**config.mk**
```make
export PLATFORM = sky130hd
export DESIGN_NAME = vector_stroke_text_generator
export DESIGN_NICKNAME = d
export VERILOG_FILES = /design/src/sv/vstg_pkg.sv /design/src/sv/vector_stroke_text_generator.sv /design/src/sv/vstg_front.sv /design/src/sv/vstg_fifo.sv /design/src/sv/vstg_back.sv
export VERILOG_INCLUDE_DIRS = /design/src /design/src/sv
export SDC_FILE = /design/constraint.sdc
export NUM_CORES = 1
export LEC_CHECK = 0
export BUFFER_PORTS_ARGS = -buffer_cell sky130_fd_sc_hd__buf_4
export CORE_ASPECT_RATIO = 0.9
export CORE_MARGIN = 2
export CORE_UTILIZATION = 25
export DETAILED_ROUTE_END_ITERATION = 6
export HOLD_SLACK_MARGIN = 0.03
export SLEW_MARGIN = 10
export SYNTH_ARGS = -nofsm -noshare
export SYNTH_HDL_FRONTEND = slang
export SYNTH_SLANG_ARGS = --single-unit
```
**constraint.sdc**
```tcl
create_clock -name clk -period 8.5 [get_ports clk]
set_input_delay 0.85 -clock clk [delete_from_list [all_inputs] [get_ports clk]]
set_output_delay 0.85 -clock clk [all_outputs]
set_load 0.005 [all_outputs]
```
**src/sv/vector_stroke_text_generator_defines.svh**
```systemverilog
// ----------------------------------------------------------------------------
// Stroke text generator assertion macros
// Shared property wrappers, clocked on clk and disabled while rst_n is low.
// ----------------------------------------------------------------------------
`ifndef VECTOR_STROKE_TEXT_GENERATOR_DEFINES_SVH
`define VECTOR_STROKE_TEXT_GENERATOR_DEFINES_SVH

// same-cycle implication
`define VSTG_ASSERT_NOW(lbl, ante, cons, msg) \
  lbl: assert property (@(posedge clk) disable iff (!rst_n) (ante) |-> (cons)) \
    else $error(msg);

// next-cycle implication
`define VSTG_ASSERT_NEXT(lbl, ante, cons, msg) \
  lbl: assert property (@(posedge clk) disable iff (!rst_n) (ante) |=> (cons)) \
    else $error(msg);

`endif

```
**src/sv/vstg_pkg.sv**
```systemverilog
// ----------------------------------------------------------------------------
// Stroke text generator package
// Glyph and segment tables, offset selector codes, fraction helpers.
// ----------------------------------------------------------------------------
package vstg_pkg;

  localparam int NUM_GLYPHS = 20;
  localparam int NUM_SEGS   = 70;

  typedef logic [4:0]  gid_t;    // glyph number
  typedef logic [3:0]  fsel_t;   // offset selector
  typedef logic [6:0]  saddr_t;  // segment table address
  typedef logic [2:0]  scnt_t;   // segment count / index within glyph
  typedef logic [10:0] dim_t;    // glyph height or width
  typedef logic [1:0]  cfg_idx_t;

  // configuration register indexes
  localparam cfg_idx_t REG_GLYPH_HEIGHT = 2'd0;
  localparam cfg_idx_t REG_GLYPH_WIDTH  = 2'd1;
  localparam cfg_idx_t REG_LETTER_GAP   = 2'd2;

  // offset selectors, applied to width (x) or height (y)
  localparam fsel_t F_ZERO   = 4'd0;
  localparam fsel_t F_FULL   = 4'd1;
  localparam fsel_t F_HALF   = 4'd2;
  localparam fsel_t F_THIRD  = 4'd3;
  localparam fsel_t F_QUART  = 4'd4;
  localparam fsel_t F_3QUART = 4'd5;
  localparam fsel_t F_FIFTH  = 4'd6;
  localparam fsel_t F_2THIRD = 4'd7;
  localparam fsel_t F_SIXTH  = 4'd8;

  typedef struct packed {
    fsel_t x0;
    fsel_t y0;
    fsel_t x1;
    fsel_t y1;
  } seg_def_t;

  typedef struct packed {
    dim_t half;
    dim_t third;
    dim_t quart;
    dim_t tquart;
    dim_t fifth;
    dim_t tthird;
    dim_t sixth;
  } frac_t;

  typedef struct packed {
    logic hit;
    gid_t gid;
  } glyph_hit_t;

  // one nibble per selector: x0 y0 x1 y1
  localparam logic [15:0] SEG_ROM [NUM_SEGS] = '{
    16'h0001, 16'h0120, 16'h2011, 16'h1110,                      // m
    16'h0111, 16'h0010, 16'h2021,                                // i
    16'h0010, 16'h1012, 16'h1202, 16'h0201, 16'h0111,            // s
    16'h0010, 16'h0001,                                          // l
    16'h0010, 16'h0001, 16'h0212, 16'h0111,                      // e
    16'h0010, 16'h0001, 16'h0111,                                // c
    16'h0010, 16'h0001, 16'h0111, 16'h1011,                      // o
    16'h0021, 16'h2110, 16'h4252,                                // a
    16'h0001, 16'h0110, 16'h1011,                                // n
    16'h0010, 16'h6061, 16'h0111, 16'h1011,                      // d
    16'h0001, 16'h0111, 16'h1112, 16'h0212,                      // p
    16'h0001, 16'h0111, 16'h1112, 16'h0212, 16'h0210,            // r
    16'h0010, 16'h0001, 16'h0111, 16'h1013, 16'h1323,            // g
    16'h2001, 16'h2011,                                          // v
    16'h2027, 16'h2701, 16'h2711,                                // y
    16'h0100, 16'h0010, 16'h1011,                                // u
    16'h0701, 16'h0111, 16'h1112, 16'h1222, 16'h2223, 16'h2820,  // ?
    16'h2000, 16'h0001, 16'h0121,                                // [
    16'h2010, 16'h1011, 16'h1121,                                // ]
    16'h0011                                                     // /
  };

  localparam saddr_t GLYPH_FIRST [NUM_GLYPHS] = '{
    7'd0,  7'd4,  7'd7,  7'd12, 7'd14, 7'd18, 7'd21, 7'd25, 7'd28, 7'd31,
    7'd35, 7'd39, 7'd44, 7'd49, 7'd51, 7'd54, 7'd57, 7'd63, 7'd66, 7'd69
  };

  localparam scnt_t GLYPH_COUNT [NUM_GLYPHS] = '{
    3'd4, 3'd3, 3'd5, 3'd2, 3'd4, 3'd3, 3'd4, 3'd3, 3'd3, 3'd4,
    3'd4, 3'd5, 3'd5, 3'd2, 3'd3, 3'd3, 3'd6, 3'd3, 3'd3, 3'd1
  };

  // case-folds and maps a character onto its glyph number
  function automatic glyph_hit_t glyph_find(logic [7:0] ch);
    logic [7:0] lc;
    glyph_hit_t r;
    lc = ch;
    if (ch >= 8'h41 && ch <= 8'h5a) begin
      lc = ch + 8'h20;
    end
    r.hit = 1'b1;
    r.gid = 5'd0;
    unique case (lc)
      8'h6d: r.gid = 5'd0;   // m
      8'h69: r.gid = 5'd1;   // i
      8'h73: r.gid = 5'd2;   // s
      8'h6c: r.gid = 5'd3;   // l
      8'h65: r.gid = 5'd4;   // e
      8'h63: r.gid = 5'd5;   // c
      8'h6f: r.gid = 5'd6;   // o
      8'h61: r.gid = 5'd7;   // a
      8'h6e: r.gid = 5'd8;   // n
      8'h64: r.gid = 5'd9;   // d
      8'h70: r.gid = 5'd10;  // p
      8'h72: r.gid = 5'd11;  // r
      8'h67: r.gid = 5'd12;  // g
      8'h76: r.gid = 5'd13;  // v
      8'h79: r.gid = 5'd14;  // y
      8'h75: r.gid = 5'd15;  // u
      8'h3f: r.gid = 5'd16;  // ?
      8'h5b: r.gid = 5'd17;  // [
      8'h5d: r.gid = 5'd18;  // ]
      8'h2f: r.gid = 5'd19;  // /
      default: r.hit = 1'b0;
    endcase
    return r;
  endfunction

  // truncating fractions via reciprocal multiply; exact for all 11-bit inputs
  function automatic frac_t frac_calc(dim_t v);
    logic [23:0] p3;
    logic [23:0] p23;
    logic [23:0] p5;
    logic [12:0] v3;
    frac_t f;
    p3  = 24'(v) * 24'd2731;
    p23 = 24'({v, 1'b0}) * 24'd2731;
    p5  = 24'(v) * 24'd1639;
    v3  = 13'(v) + 13'({v, 1'b0});
    f.half   = {1'b0, v[10:1]};
    f.third  = p3[23:13];
    f.quart  = {2'b00, v[10:2]};
    f.tquart = v3[12:2];
    f.fifth  = p5[23:13];
    f.tthird = p23[23:13];
    f.sixth  = {1'b0, p3[23:14]};
    return f;
  endfunction

  function automatic dim_t frac_pick(frac_t f, dim_t full, fsel_t sel);
    dim_t r;
    unique case (sel)
      F_FULL:   r = full;
      F_HALF:   r = f.half;
      F_THIRD:  r = f.third;
      F_QUART:  r = f.quart;
      F_3QUART: r = f.tquart;
      F_FIFTH:  r = f.fifth;
      F_2THIRD: r = f.tthird;
      F_SIXTH:  r = f.sixth;
      default:  r = '0;
    endcase
    return r;
  endfunction

endpackage

```
**src/sv/vector_stroke_text_generator.sv**
```systemverilog
// ----------------------------------------------------------------------------
// Vector stroke text generator
// Turns characters into line segments of a small stroke font.
// ----------------------------------------------------------------------------
// Channel  Direction  Handshake         Payload
// in_      input      in_valid/stall    char_code, word_start, start_x, start_y
// out_     output     out_valid/stall   seg_x0, seg_y0, seg_x1, seg_y1, last
// cfg_     input      cfg_we            cfg_index, cfg_wdata
//
// A character request passes the front end combinationally and is queued; the
// back end then walks its glyph of one to six segments, one segment per cycle
// while out_stall is low, so the character rate depends on the segment count.
// The first segment is offered after it passes the queue and the output register.
// Characters with no strokes do not reach the queue. Reset is synchronous;
// it clears the pen, the queue and the output stage and restores the
// register defaults.
// out_stall holds the output register and, through the queue, fills up to
// in_stall.
// ----------------------------------------------------------------------------
`include "vector_stroke_text_generator_defines.svh"

module vector_stroke_text_generator import vstg_pkg::*; #(
  parameter int COORD_BITS = 16,
  parameter int Q_DEPTH    = 4
) (
  input  logic               clk,
  input  logic               rst_n,
  input  logic               cfg_we,
  input  cfg_idx_t           cfg_index,
  input  logic [10:0]        cfg_wdata,
  input  logic               in_valid,
  output logic               in_stall,
  input  logic [7:0]         in_char_code,
  input  logic               in_word_start,
  input  logic signed [15:0] in_start_x,
  input  logic signed [15:0] in_start_y,
  output logic               out_valid,
  input  logic               out_stall,
  output logic signed [15:0] out_seg_x0,
  output logic signed [15:0] out_seg_y0,
  output logic signed [15:0] out_seg_x1,
  output logic signed [15:0] out_seg_y1,
  output logic               out_last_segment
);

  localparam int JOB_W = 2 * COORD_BITS + $bits(gid_t);

  dim_t       glyph_height_r, glyph_width_r;
  logic [7:0] letter_gap_r;

  logic                  q_push, q_full, q_pop, q_valid;
  logic [COORD_BITS-1:0] push_pen_x, push_pen_y;
  gid_t                  push_gid;
  logic [JOB_W-1:0]      head;

  always_ff @(posedge clk) begin
    if (!rst_n) begin
      glyph_height_r <= 11'd32;
      glyph_width_r  <= 11'd24;
      letter_gap_r   <= 8'd10;
    end else if (cfg_we) begin
      unique case (cfg_index)
        REG_GLYPH_HEIGHT: glyph_height_r <= cfg_wdata;
        REG_GLYPH_WIDTH:  glyph_width_r  <= cfg_wdata;
        REG_LETTER_GAP:   letter_gap_r   <= cfg_wdata[7:0];
        default: ;
      endcase
    end
  end

  vstg_front #(.COORD_BITS(COORD_BITS)) u_front (
    .clk           (clk),
    .rst_n         (rst_n),
    .in_valid      (in_valid),
    .in_stall      (in_stall),
    .in_char_code  (in_char_code),
    .in_word_start (in_word_start),
    .in_start_x    (in_start_x),
    .in_start_y    (in_start_y),
    .glyph_width   (glyph_width_r),
    .letter_gap    (letter_gap_r),
    .q_full        (q_full),
    .q_push        (q_push),
    .q_pen_x       (push_pen_x),
    .q_pen_y       (push_pen_y),
    .q_gid         (push_gid)
  );

  vstg_fifo #(.WIDTH(JOB_W), .DEPTH(Q_DEPTH)) u_queue (
    .clk        (clk),
    .rst_n      (rst_n),
    .push       (q_push),
    .push_data  ({push_pen_x, push_pen_y, push_gid}),
    .full       (q_full),
    .pop        (q_pop),
    .head_valid (q_valid),
    .head_data  (head)
  );

  vstg_back #(.COORD_BITS(COORD_BITS)) u_back (
    .clk              (clk),
    .rst_n            (rst_n),
    .glyph_height     (glyph_height_r),
    .glyph_width      (glyph_width_r),
    .job_valid        (q_valid),
    .job_pen_x        (head[JOB_W-1 -: COORD_BITS]),
    .job_pen_y        (head[$bits(gid_t) +: COORD_BITS]),
    .job_gid          (head[$bits(gid_t)-1:0]),
    .job_pop          (q_pop),
    .out_valid        (out_valid),
    .out_stall        (out_stall),
    .out_seg_x0       (out_seg_x0),
    .out_seg_y0       (out_seg_y0),
    .out_seg_x1       (out_seg_x1),
    .out_seg_y1       (out_seg_y1),
    .out_last_segment (out_last_segment)
  );

  `VSTG_ASSERT_NOW(a_no_overflow, q_push, !q_full, "queue push while full")
  `VSTG_ASSERT_NEXT(a_pop_is_last, q_pop, out_valid && out_last_segment, "pop before last")
  `VSTG_ASSERT_NEXT(a_queue_drains, q_valid && !out_valid, out_valid, "queued glyph not started")

endmodule

```
**src/sv/vstg_front.sv**
```systemverilog
// ----------------------------------------------------------------------------
// Stroke text generator front end
// Takes character requests, keeps the pen, queues drawable glyphs.
// ----------------------------------------------------------------------------
module vstg_front import vstg_pkg::*; #(
  parameter int COORD_BITS = 16
) (
  input  logic                  clk,
  input  logic                  rst_n,
  input  logic                  in_valid,
  output logic                  in_stall,
  input  logic [7:0]            in_char_code,
  input  logic                  in_word_start,
  input  logic signed [15:0]    in_start_x,
  input  logic signed [15:0]    in_start_y,
  input  dim_t                  glyph_width,
  input  logic [7:0]            letter_gap,
  input  logic                  q_full,
  output logic                  q_push,
  output logic [COORD_BITS-1:0] q_pen_x,
  output logic [COORD_BITS-1:0] q_pen_y,
  output gid_t                  q_gid
);

  localparam int EXT_W = (COORD_BITS > 16) ? COORD_BITS : 16;

  logic [COORD_BITS-1:0] pen_x_r, pen_x_nxt;
  logic [COORD_BITS-1:0] pen_y_r, pen_y_nxt;
  logic signed [EXT_W-1:0] sx_ext, sy_ext;
  logic [11:0] advance;
  logic accept;
  glyph_hit_t look;

  assign in_stall = q_full;
  assign accept   = in_valid && !q_full;

  assign sx_ext = EXT_W'(in_start_x);
  assign sy_ext = EXT_W'(in_start_y);
  assign look   = glyph_find(in_char_code);
  assign advance = 12'(glyph_width) + 12'(letter_gap);

  always_comb begin
    q_pen_x = in_word_start ? sx_ext[COORD_BITS-1:0] : pen_x_r;
    q_pen_y = in_word_start ? sy_ext[COORD_BITS-1:0] : pen_y_r;
    pen_x_nxt = pen_x_r;
    pen_y_nxt = pen_y_r;
    if (accept) begin
      // pen moves on even for characters with no strokes
      pen_x_nxt = q_pen_x + COORD_BITS'(advance);
      pen_y_nxt = q_pen_y;
    end
  end

  assign q_push = accept && look.hit;
  assign q_gid  = look.gid;

  always_ff @(posedge clk) begin
    if (!rst_n) begin
      pen_x_r <= '0;
      pen_y_r <= '0;
    end else begin
      pen_x_r <= pen_x_nxt;
      pen_y_r <= pen_y_nxt;
    end
  end

endmodule

```
**src/sv/vstg_fifo.sv**
```systemverilog
// ----------------------------------------------------------------------------
// Stroke text generator job queue
// Small register queue between the front and back ends.
// ----------------------------------------------------------------------------
module vstg_fifo #(
  parameter int WIDTH = 37,
  parameter int DEPTH = 4
) (
  input  logic             clk,
  input  logic             rst_n,
  input  logic             push,
  input  logic [WIDTH-1:0] push_data,
  output logic             full,
  input  logic             pop,
  output logic             head_valid,
  output logic [WIDTH-1:0] head_data
);

  localparam int PTR_W = (DEPTH > 1) ? $clog2(DEPTH) : 1;
  localparam int CNT_W = $clog2(DEPTH + 1);

  logic [WIDTH-1:0] mem_r [DEPTH];
  logic [PTR_W-1:0] wr_ptr_r, wr_ptr_nxt;
  logic [PTR_W-1:0] rd_ptr_r, rd_ptr_nxt;
  logic [CNT_W-1:0] cnt_r, cnt_nxt;

  assign full       = (cnt_r == CNT_W'(DEPTH));
  assign head_valid = (cnt_r != '0);
  assign head_data  = mem_r[rd_ptr_r];

  always_comb begin
    wr_ptr_nxt = wr_ptr_r;
    rd_ptr_nxt = rd_ptr_r;
    cnt_nxt    = cnt_r;
    if (push) begin
      wr_ptr_nxt = (wr_ptr_r == PTR_W'(DEPTH - 1)) ? '0 : wr_ptr_r + PTR_W'(1);
    end
    if (pop) begin
      rd_ptr_nxt = (rd_ptr_r == PTR_W'(DEPTH - 1)) ? '0 : rd_ptr_r + PTR_W'(1);
    end
    case ({push, pop})
      2'b10:   cnt_nxt = cnt_r + CNT_W'(1);
      2'b01:   cnt_nxt = cnt_r - CNT_W'(1);
      default: cnt_nxt = cnt_r;
    endcase
  end

  always_ff @(posedge clk) begin
    if (!rst_n) begin
      wr_ptr_r <= '0;
      rd_ptr_r <= '0;
      cnt_r    <= '0;
    end else begin
      wr_ptr_r <= wr_ptr_nxt;
      rd_ptr_r <= rd_ptr_nxt;
      cnt_r    <= cnt_nxt;
    end
  end

  always_ff @(posedge clk) begin
    if (push) begin
      mem_r[wr_ptr_r] <= push_data;
    end
  end

endmodule

```
**src/sv/vstg_back.sv**
```systemverilog
// ----------------------------------------------------------------------------
// Stroke text generator back end
// Walks a queued glyph's segments, one endpoint pair per cycle while not stalled.
// ----------------------------------------------------------------------------
module vstg_back import vstg_pkg::*; #(
  parameter int COORD_BITS = 16
) (
  input  logic                  clk,
  input  logic                  rst_n,
  input  dim_t                  glyph_height,
  input  dim_t                  glyph_width,
  input  logic                  job_valid,
  input  logic [COORD_BITS-1:0] job_pen_x,
  input  logic [COORD_BITS-1:0] job_pen_y,
  input  gid_t                  job_gid,
  output logic                  job_pop,
  output logic                  out_valid,
  input  logic                  out_stall,
  output logic signed [15:0]    out_seg_x0,
  output logic signed [15:0]    out_seg_y0,
  output logic signed [15:0]    out_seg_x1,
  output logic signed [15:0]    out_seg_y1,
  output logic                  out_last_segment
);

  localparam int EXT_W = (COORD_BITS > 16) ? COORD_BITS : 16;

  frac_t hfrac_r, wfrac_r;
  scnt_t seg_k_r;
  logic  out_valid_r;
  logic [15:0] x0_r, y0_r, x1_r, y1_r;
  logic  last_r;

  saddr_t   saddr;
  seg_def_t seg;
  logic     last, go;
  logic [COORD_BITS-1:0] x0_c, y0_c, x1_c, y1_c;

  function automatic logic [15:0] to_out(logic [COORD_BITS-1:0] c);
    logic [EXT_W-1:0] e;
    e = EXT_W'(c);
    return e[15:0];
  endfunction

  // fractions only follow a config write; user must write while idle, unenforced
  always_ff @(posedge clk) begin
    hfrac_r <= frac_calc(glyph_height);
    wfrac_r <= frac_calc(glyph_width);
  end

  assign saddr = GLYPH_FIRST[job_gid] + saddr_t'(seg_k_r);
  assign seg   = seg_def_t'(SEG_ROM[saddr]);
  assign last  = (seg_k_r == GLYPH_COUNT[job_gid] - 3'd1);
  assign go    = job_valid && (!out_valid_r || !out_stall);
  assign job_pop = go && last;

  assign x0_c = job_pen_x + COORD_BITS'(frac_pick(wfrac_r, glyph_width, seg.x0));
  assign y0_c = job_pen_y - COORD_BITS'(frac_pick(hfrac_r, glyph_height, seg.y0));
  assign x1_c = job_pen_x + COORD_BITS'(frac_pick(wfrac_r, glyph_width, seg.x1));
  assign y1_c = job_pen_y - COORD_BITS'(frac_pick(hfrac_r, glyph_height, seg.y1));

  always_ff @(posedge clk) begin
    if (!rst_n) begin
      out_valid_r <= 1'b0;
      seg_k_r     <= '0;
    end else begin
      if (go) begin
        out_valid_r <= 1'b1;
        seg_k_r     <= last ? '0 : seg_k_r + 3'd1;
      end else if (!out_stall) begin
        out_valid_r <= 1'b0;
      end
    end
  end

  always_ff @(posedge clk) begin
    if (go) begin
      x0_r   <= to_out(x0_c);
      y0_r   <= to_out(y0_c);
      x1_r   <= to_out(x1_c);
      y1_r   <= to_out(y1_c);
      last_r <= last;
    end
  end

  assign out_valid        = out_valid_r;
  assign out_seg_x0       = x0_r;
  assign out_seg_y0       = y0_r;
  assign out_seg_x1       = x1_r;
  assign out_seg_y1       = y1_r;
  assign out_last_segment = last_r;

endmodule

```
==> results.json, run 1 <==
{
  "crit_end": "u_back.out_seg_y1[12]$_DFFE_PP_",
  "worstHoldPathCells": 2,
  "total_power_mw": 5.132,
  "final_cell_mix": "ha_1 (343), inv_1 (283), edfxtp_1 (213), nand2_1 (199), buf_4 (168)",
  "drv_slew": 0,
  "finalSetupViolCount": 0,
  "synth_top_area_cell": "edfxtp_1",
  "clk_latency_ns": 0.58,
  "areaGrowthSynthToFinish_pct": 15.46,
  "io_buffer_count": 125,
  "multi_input_area_um2": 16600,
  "syn_area_um2": 27560,
  "yosysSeqAreaShare_pct": 34.61,
  "fp-row-count": 115,
  "period_share_pct": 91.86,
  "cts_tree": "done",
  "clock_sinks": 370,
  "dp_hpwl_um": 57410,
  "wirelength_um": 75110,
  "p_sw_share_pct": 29.90,
  "drtIter0Drc": 1473,
  "antenna_left": 0,
  "avgSynthCellArea_um2": 10.74,
  "ff2ff_path_depth": 32,
  "synthCells": 2566,
  "fin_nets": 3268,
  "track_usage_pct": 13.24,
  "worstPathRequired_ns": 8.82,
  "clock.fmax_ghz": 0.1281,
  "postCtsSetupBuffers": 0,
  "ir_worst_vdd_uv": 134.0,
  "critPathKind": "reg2reg",
  "viasPerCell": 4.627,
  "hold_violations": 0,
  "grt_pass1_wl_um": 116500,
  "antenna_found_initial": 10,
  "drv_cap": 0,
  "path_max_fanout": 21,
  "async_reset_ff_share_pct": 0,
  "p_sw_mw": 1.534,
  "synth_seq_cells": 370,
  "seq_area_um2": 9542,
  "r2r_end": "u_back.out_seg_y1[12]$_DFFE_PP_",
  "status": "finished, final reports clean",
  "grt_max_degree": 68,
  "dr.pass1.iters": 5,
  "drc": 0,
  "fin_tns_setup_ns": 0,
  "cp_slowest_stage_delay_ns": 0.60,
  "wire_per_inst_um": 17.90,
  "cp-start-kind": "flop",
  "clockBufferDepth": 3,
  "synthTopCellsByArea": "edfxtp_1 (23%), ha_1 (16%), fa_1 (12%)",
  "core_um2": 109400,
  "clkPwrFrac_pct": 37.3,
  "synth_ff_type": "edfxtp_1",
  "worst_pin_slew_ns": 1.240,
  "p_int_mw": 3.598,
  "endpoint_kind": "flop",
  "fin_crit_ns": 7.808,
  "dieArea_um2": 112900,
  "ios": 126,
  "slowest_stage": "mux4_2",
  "combPwrFrac_pct": 21.7,
  "h-tree-depth": 2,
  "n_fill_cell": 11380,
  "syn-num-nets": 3135,
  "grt_overflow": 0,
  "ys_types": 92,
  "layout-drive-gt1-share_pct": 14.78,
  "clkTransAtPathRegs_ns": 0.06,
  "rrSetupSlack_ns": 0.69,
  "cp.arrival_ns": 8.13,
  "grt_pass1_vias": 19370,
  "crit_top_cell": "o21ai_0",
  "cts-buffers-inserted": 44,
  "p_leak_nw": 13.81,
  "routabilityCongestion": 0.9054,
  "vias": 19420,
  "initial_core_util_pct": 25.20,
  "skew_ns": 0.01715,
  "die_height_um": 319.0,
  "power_per_cell_area_nw_per_um2": 161.3,
  "yosys_warnings": 0,
  "rsz0062_at_grt": "no",
  "final_common_cell": "ha_1",
  "slew_headroom_pct": 16.99,
  "power.share.sequential_pct": 40.9,
  "synth.top_cell.area_share_pct": 23.21,
  "root_buffer": "clkbuf_16",
  "min_path_type": "reg2reg",
  "die_w_um": 354.0,
  "synth_edf_count": 213
}
## cells in the mapped netlist, types with 15 or more instances
cell type,n
a31o_2,15
o21a_1,19
xor2_1,43
a21oi_1,139
a21boi_0,25
nand2_1,200
nor2_1,165
edfxtp_1,213
fa_1,167
clkbuf_1,38
mux2_2,51
a21o_1,15
inv_1,286
nor3_1,51
dfxtp_1,157
and3_1,17
xnor2_1,66
a211oi_1,22
nor2b_1,17
o21ai_0,108
mux2i_1,63
mux4_2,38
ha_1,343
nand3_1,29
buf_2,22
## power by group through the flow
| stage | registers [mW] | logic, mW | clock network [mW] |
|---|---|---|---|
| 2_1_floorplan | 2.09 | 0.789 | 0 |
| 3_3_place_gp | 2.14 | 1.10 | 0 |
| 3_5_place_dp | 2.13 | 1.10 | 0 |
| 4_1_cts | 2.10 | 1.12 | 1.97 |
| 5_1_grt | 2.11 | 1.27 | 2.03 |
| 6_report | 2.10 | 1.12 | 1.92 |
## state kept, by name (all words and copies together) (netlist names), named ones only
register and count:
u_front.pen_y_r 16, u_back.seg_k_r 3, u_queue.mem_r 148, glyph_width_r 11, u_back.out_seg_x1 16, u_back.hfrac_r 41
u_back.wfrac_r 41, u_queue.cnt_r 3, u_front.pen_x_r 16, u_back.out_seg_x0 16, u_back.out_last_segment 1, u_queue.rd_ptr_r 2
u_back.out_valid 1, letter_gap_r 8, u_back.out_seg_y0 16, u_back.out_seg_y1 16, glyph_height_r 11, u_queue.wr_ptr_r 2
## routing by layer
layer	up-vias	GRT usage, %	part of all wire [%]
li1	9362	-	-
met1	9432	18.81	48
met2	499	20.45	43
met3	117	2.798	6.1
met4	10	3.154	2.3
met5	-	0	0.076
## metrics by stage
stage / utilization (%) / area (µm²) / hold WS [ns] / std cells / setup WS [ns]
3_5_place_dp: 27.68 / 30270 / 0.4421 / 4115 / 0.4155
2_1_floorplan: - / 27560 / 0.4294 / 2566 / 0.9708
5_1_grt: 29.10 / 31820 / 0.4683 / 4196 / 0.02142
4_1_cts: 29.03 / 31740 / 0.4505 / 4196 / 0.3851
3_3_place_gp: 27.68 / 30270 / 0.4368 / 4115 / 0.5022
6_report: 29.10 / 31820 / 0.4495 / 4197 / 0.6921
## critical path: cells and delay by family (launching register included)
kind            cells  cell delay (ns)
simple gates        6             1.11
mux                 4             1.20
flops               1             0.42
buf+inv             1             0.18
xor+xnor            1             0.16
fa+ha+maj           5             1.67
compound gates     15             2.79
## final cells by class
cell class                      instances  area share, %
Timing Repair Buffer                  171          4.070
Sequential cell                       370          29.99
Multi-Input combinational cell       1825          52.16
Clock buffer                           54          3.708
Clock inverter                         27         0.9123
Inverter                              287          3.401
Antenna cell                            1       0.007864
Tap cell                             1462          5.749
## worst min path at each step
| stage | from | to | slack, ns |
|---|---|---|---|
| finish | u_front.pen_y_r[15]$_SDFFE_PN0P_ | u_front.pen_y_r[15]$_SDFFE_PN0P_ | 0.45 |
| global route | u_front.pen_x_r[5]$_SDFFE_PN0P_ | u_front.pen_x_r[5]$_SDFFE_PN0P_ | 0.47 |
| CTS | u_front.pen_x_r[5]$_SDFFE_PN0P_ | u_front.pen_x_r[5]$_SDFFE_PN0P_ | 0.45 |
| detailed placement | u_front.pen_x_r[5]$_SDFFE_PN0P_ | u_front.pen_x_r[5]$_SDFFE_PN0P_ | 0.44 |
| global placement | u_front.pen_x_r[3]$_SDFFE_PN0P_ | u_front.pen_x_r[3]$_SDFFE_PN0P_ | 0.44 |
| floorplan | u_front.pen_x_r[10]$_SDFFE_PN0P_ | u_front.pen_x_r[10]$_SDFFE_PN0P_ | 0.43 |
## cells by family after synthesis
family                   Yosys count  synth area share, %
buffers and inverters            371                5.439
adder cells (fa/ha/maj)          510                27.70
AND/OR/NAND/NOR                  558                9.203
flip-flops                       370                34.61
XOR/XNOR                         109                3.464
AO/OA/AOI/OAI                    492                11.86
multiplexers                     156                7.714
## repair_timing
| item | in CTS | in global routing |
|---|---|---|
| gates resized for setup | 0 | 24 |
| endpoints found under the setup margin | 0 | 17 |
| hold buffers | 0 | 0 |
(Power assumes the default switching activity.)
==> run 2, diff against run 1 <==
--- a/config.mk
+++ b/config.mk
@@ -7,11 +7,13 @@
 export NUM_CORES = 1
 export LEC_CHECK = 0
 export BUFFER_PORTS_ARGS = -buffer_cell sky130_fd_sc_hd__buf_4
-export CORE_ASPECT_RATIO = 0.9
+export CELL_PAD_IN_SITES_DETAIL_PLACEMENT = 0
+export CELL_PAD_IN_SITES_GLOBAL_PLACEMENT = 2
 export CORE_MARGIN = 2
 export CORE_UTILIZATION = 25
 export DETAILED_ROUTE_END_ITERATION = 6
 export HOLD_SLACK_MARGIN = 0.03
+export PLACE_DENSITY_LB_ADDON = 0.1
 export SLEW_MARGIN = 10
 export SYNTH_ARGS = -nofsm -noshare
 export SYNTH_HDL_FRONTEND = slang
==> results.json, run 2 (synthesis results as in run 1) <==
{
  "cts-buffers-inserted": 45,
  "power_per_cell_area_nw_per_um2": 165.7,
  "io_buffer_count": 125,
  "wire_per_inst_um": 20.68,
  "worstPathRequired_ns": 8.84,
  "rrSetupSlack_ns": 0.64,
  "hold_end": "u_front.pen_x_r[6]$_SDFFE_PN0P_",
  "core_um2": 109200,
  "final_cell_mix": "ha_1 (341), inv_1 (283), edfxtp_1 (213), nand2_1 (198), buf_4 (193)",
  "worst_pin_slew_ns": 1.156,
  "hold_violations": 0,
  "crit_top_cell": "o21ai_0",
  "initial_core_util_pct": 25.25,
  "min_from": "u_front.pen_x_r[6]$_SDFFE_PN0P_",
  "period_share_pct": 92.44,
  "finalSetupViolCount": 0,
  "areaGrowthSynthToFinish_pct": 16.78,
  "clkTransAtPathRegs_ns": 0.06,
  "r2r_end": "u_back.out_seg_y1[15]$_DFFE_PP_",
  "vias": 19590,
  "cts_tree": "done",
  "largestRegisters": "u_queue.mem_r x148, u_back.hfrac_r x41, u_back.wfrac_r x41",
  "clock.fmax_ghz": 0.1273,
  "dr.pass1.iters": 5,
  "ff2ff_path_depth": 31,
  "die_height_um": 336.0,
  "drc": 0,
  "dp_hpwl_um": 66910,
  "clockBufferDepth": 3,
  "die_w_um": 336.0,
  "largest_reg_flops": 148,
  "wirelength_um": 87680,
  "clk_latency_ns": 0.60,
  "ir_worst_vdd_uv": 134.7,
  "cp_slowest_stage_delay_ns": 0.61,
  "dieArea_um2": 112900,
  "min_path_type": "reg2reg",
  "skew_ns": 0.02443,
  "cp.arrival_ns": 8.20,
  "rsz0062_at_grt": "no",
  "track_usage_pct": 15.59,
  "fin_tns_setup_ns": 0,
  "antenna_left": 0,
  "p_leak_nw": 13.98,
  "viasPerCell": 4.622,
  "utilization_pct": 29.49,
  "fin_crit_ns": 7.857,
  "path_max_fanout": 15,
  "h-tree-depth": 2,
  "status": "finished, final reports clean",
  "drv_cap": 0,
  "grt_pass1_vias": 20670,
  "drtIter0Drc": 1162,
  "grt_max_degree": 68,
  "final_common_cell": "ha_1",
  "regMostFlops": "u_queue.mem_r",
  "routabilityCongestion": 0.8098,
  "slowest_stage": "mux4_2",
  "grt_overflow": 0,
  "slew_headroom_pct": 22.60,
  "critPathKind": "reg2reg",
  "fin_nets": 3294,
  "antenna_found_initial": 2,
  "drv_slew": 0,
  "layout-drive-gt1-share_pct": 15.93,
  "root_buffer": "clkbuf_16",
  "clock_sinks": 370,
  "ios": 126,
  "fp-row-count": 121,
  "worstHoldPathCells": 2,
  "cp-start-kind": "flop",
  "endpoint_kind": "flop",
  "grt_pass1_wl_um": 132900
}
[run 2: area by class of cell]
cell class	instances	area, µm²
Clock buffer	54	1170
Tap cell	1476	1847
Clock inverter	30	421.7
Multi-Input combinational cell	1826	16650
Timing Repair Buffer	195	1471
Fill cell	11310	76970
Sequential cell	370	9542
Antenna cell	1	2.502
Inverter	287	1080
[run 2: power breakdown]
part / total (mW) / leakage (nW) / switching [mW] / internal, mW
Clock: 2.08 / 0.765 / 0.837 / 1.24
Combinational: 1.16 / 9.98 / 0.679 / 0.476
Sequential: 2.10 / 3.24 / 0.0969 / 2.00
[run 2: worst max-delay path by stage]
stage / from / endpoint / depth (start not counted)
2_1_floorplan: flop / u_back.out_seg_x0[12]$_DFFE_PP_ / 37
3_3_place_gp: flop / u_back.out_seg_y0[14]$_DFFE_PP_ / 34
3_5_place_dp: flop / u_back.out_seg_y0[14]$_DFFE_PP_ / 34
4_1_cts: flop / u_back.out_seg_y0[14]$_DFFE_PP_ / 34
5_1_grt: flop / u_back.out_seg_y0[12]$_DFFE_PP_ / 32
6_report: flop / u_back.out_seg_y1[15]$_DFFE_PP_ / 31
[run 2: routing by layer]
layer,part of all wire [%],GRT usage [%],up-vias
li1,-,-,9418
met1,50,22.56,9715
met2,45,24.90,351
met3,3.1,1.799,108
met4,2.3,3.368,2
met5,0.015,0,-
[run 2: critical path, delay by kind of cell (launching register included)]
family / cells / cell delay [ns]
compound gates: 14 / 3.09
fa+ha+maj: 4 / 1.32
simple gates: 6 / 1.11
mux: 3 / 0.85
buf+inv: 3 / 0.69
flops: 1 / 0.44
xor+xnor: 1 / 0.11
[run 2: repair_timing]
action,CTS,global route
gates resized for setup,0,47
hold buffers,0,0
buffers inserted,0,9
endpoints found under the setup margin,0,22
[run 2: stage by stage]
stage	cells	hold slack [ns]	total power [mW]	setup slack (ns)	area, µm²
after floorplan	2566	0.4294	2.880	0.9708	27560
after global placement	4144	0.4370	3.312	0.3291	30400
after detailed placement	4144	0.4426	3.294	0.2339	30400
after CTS	4228	0.4516	5.431	0.1845	31990
after global routing	4238	0.4689	5.652	0.009610	32180
final	4239	0.4477	5.334	0.6429	32180
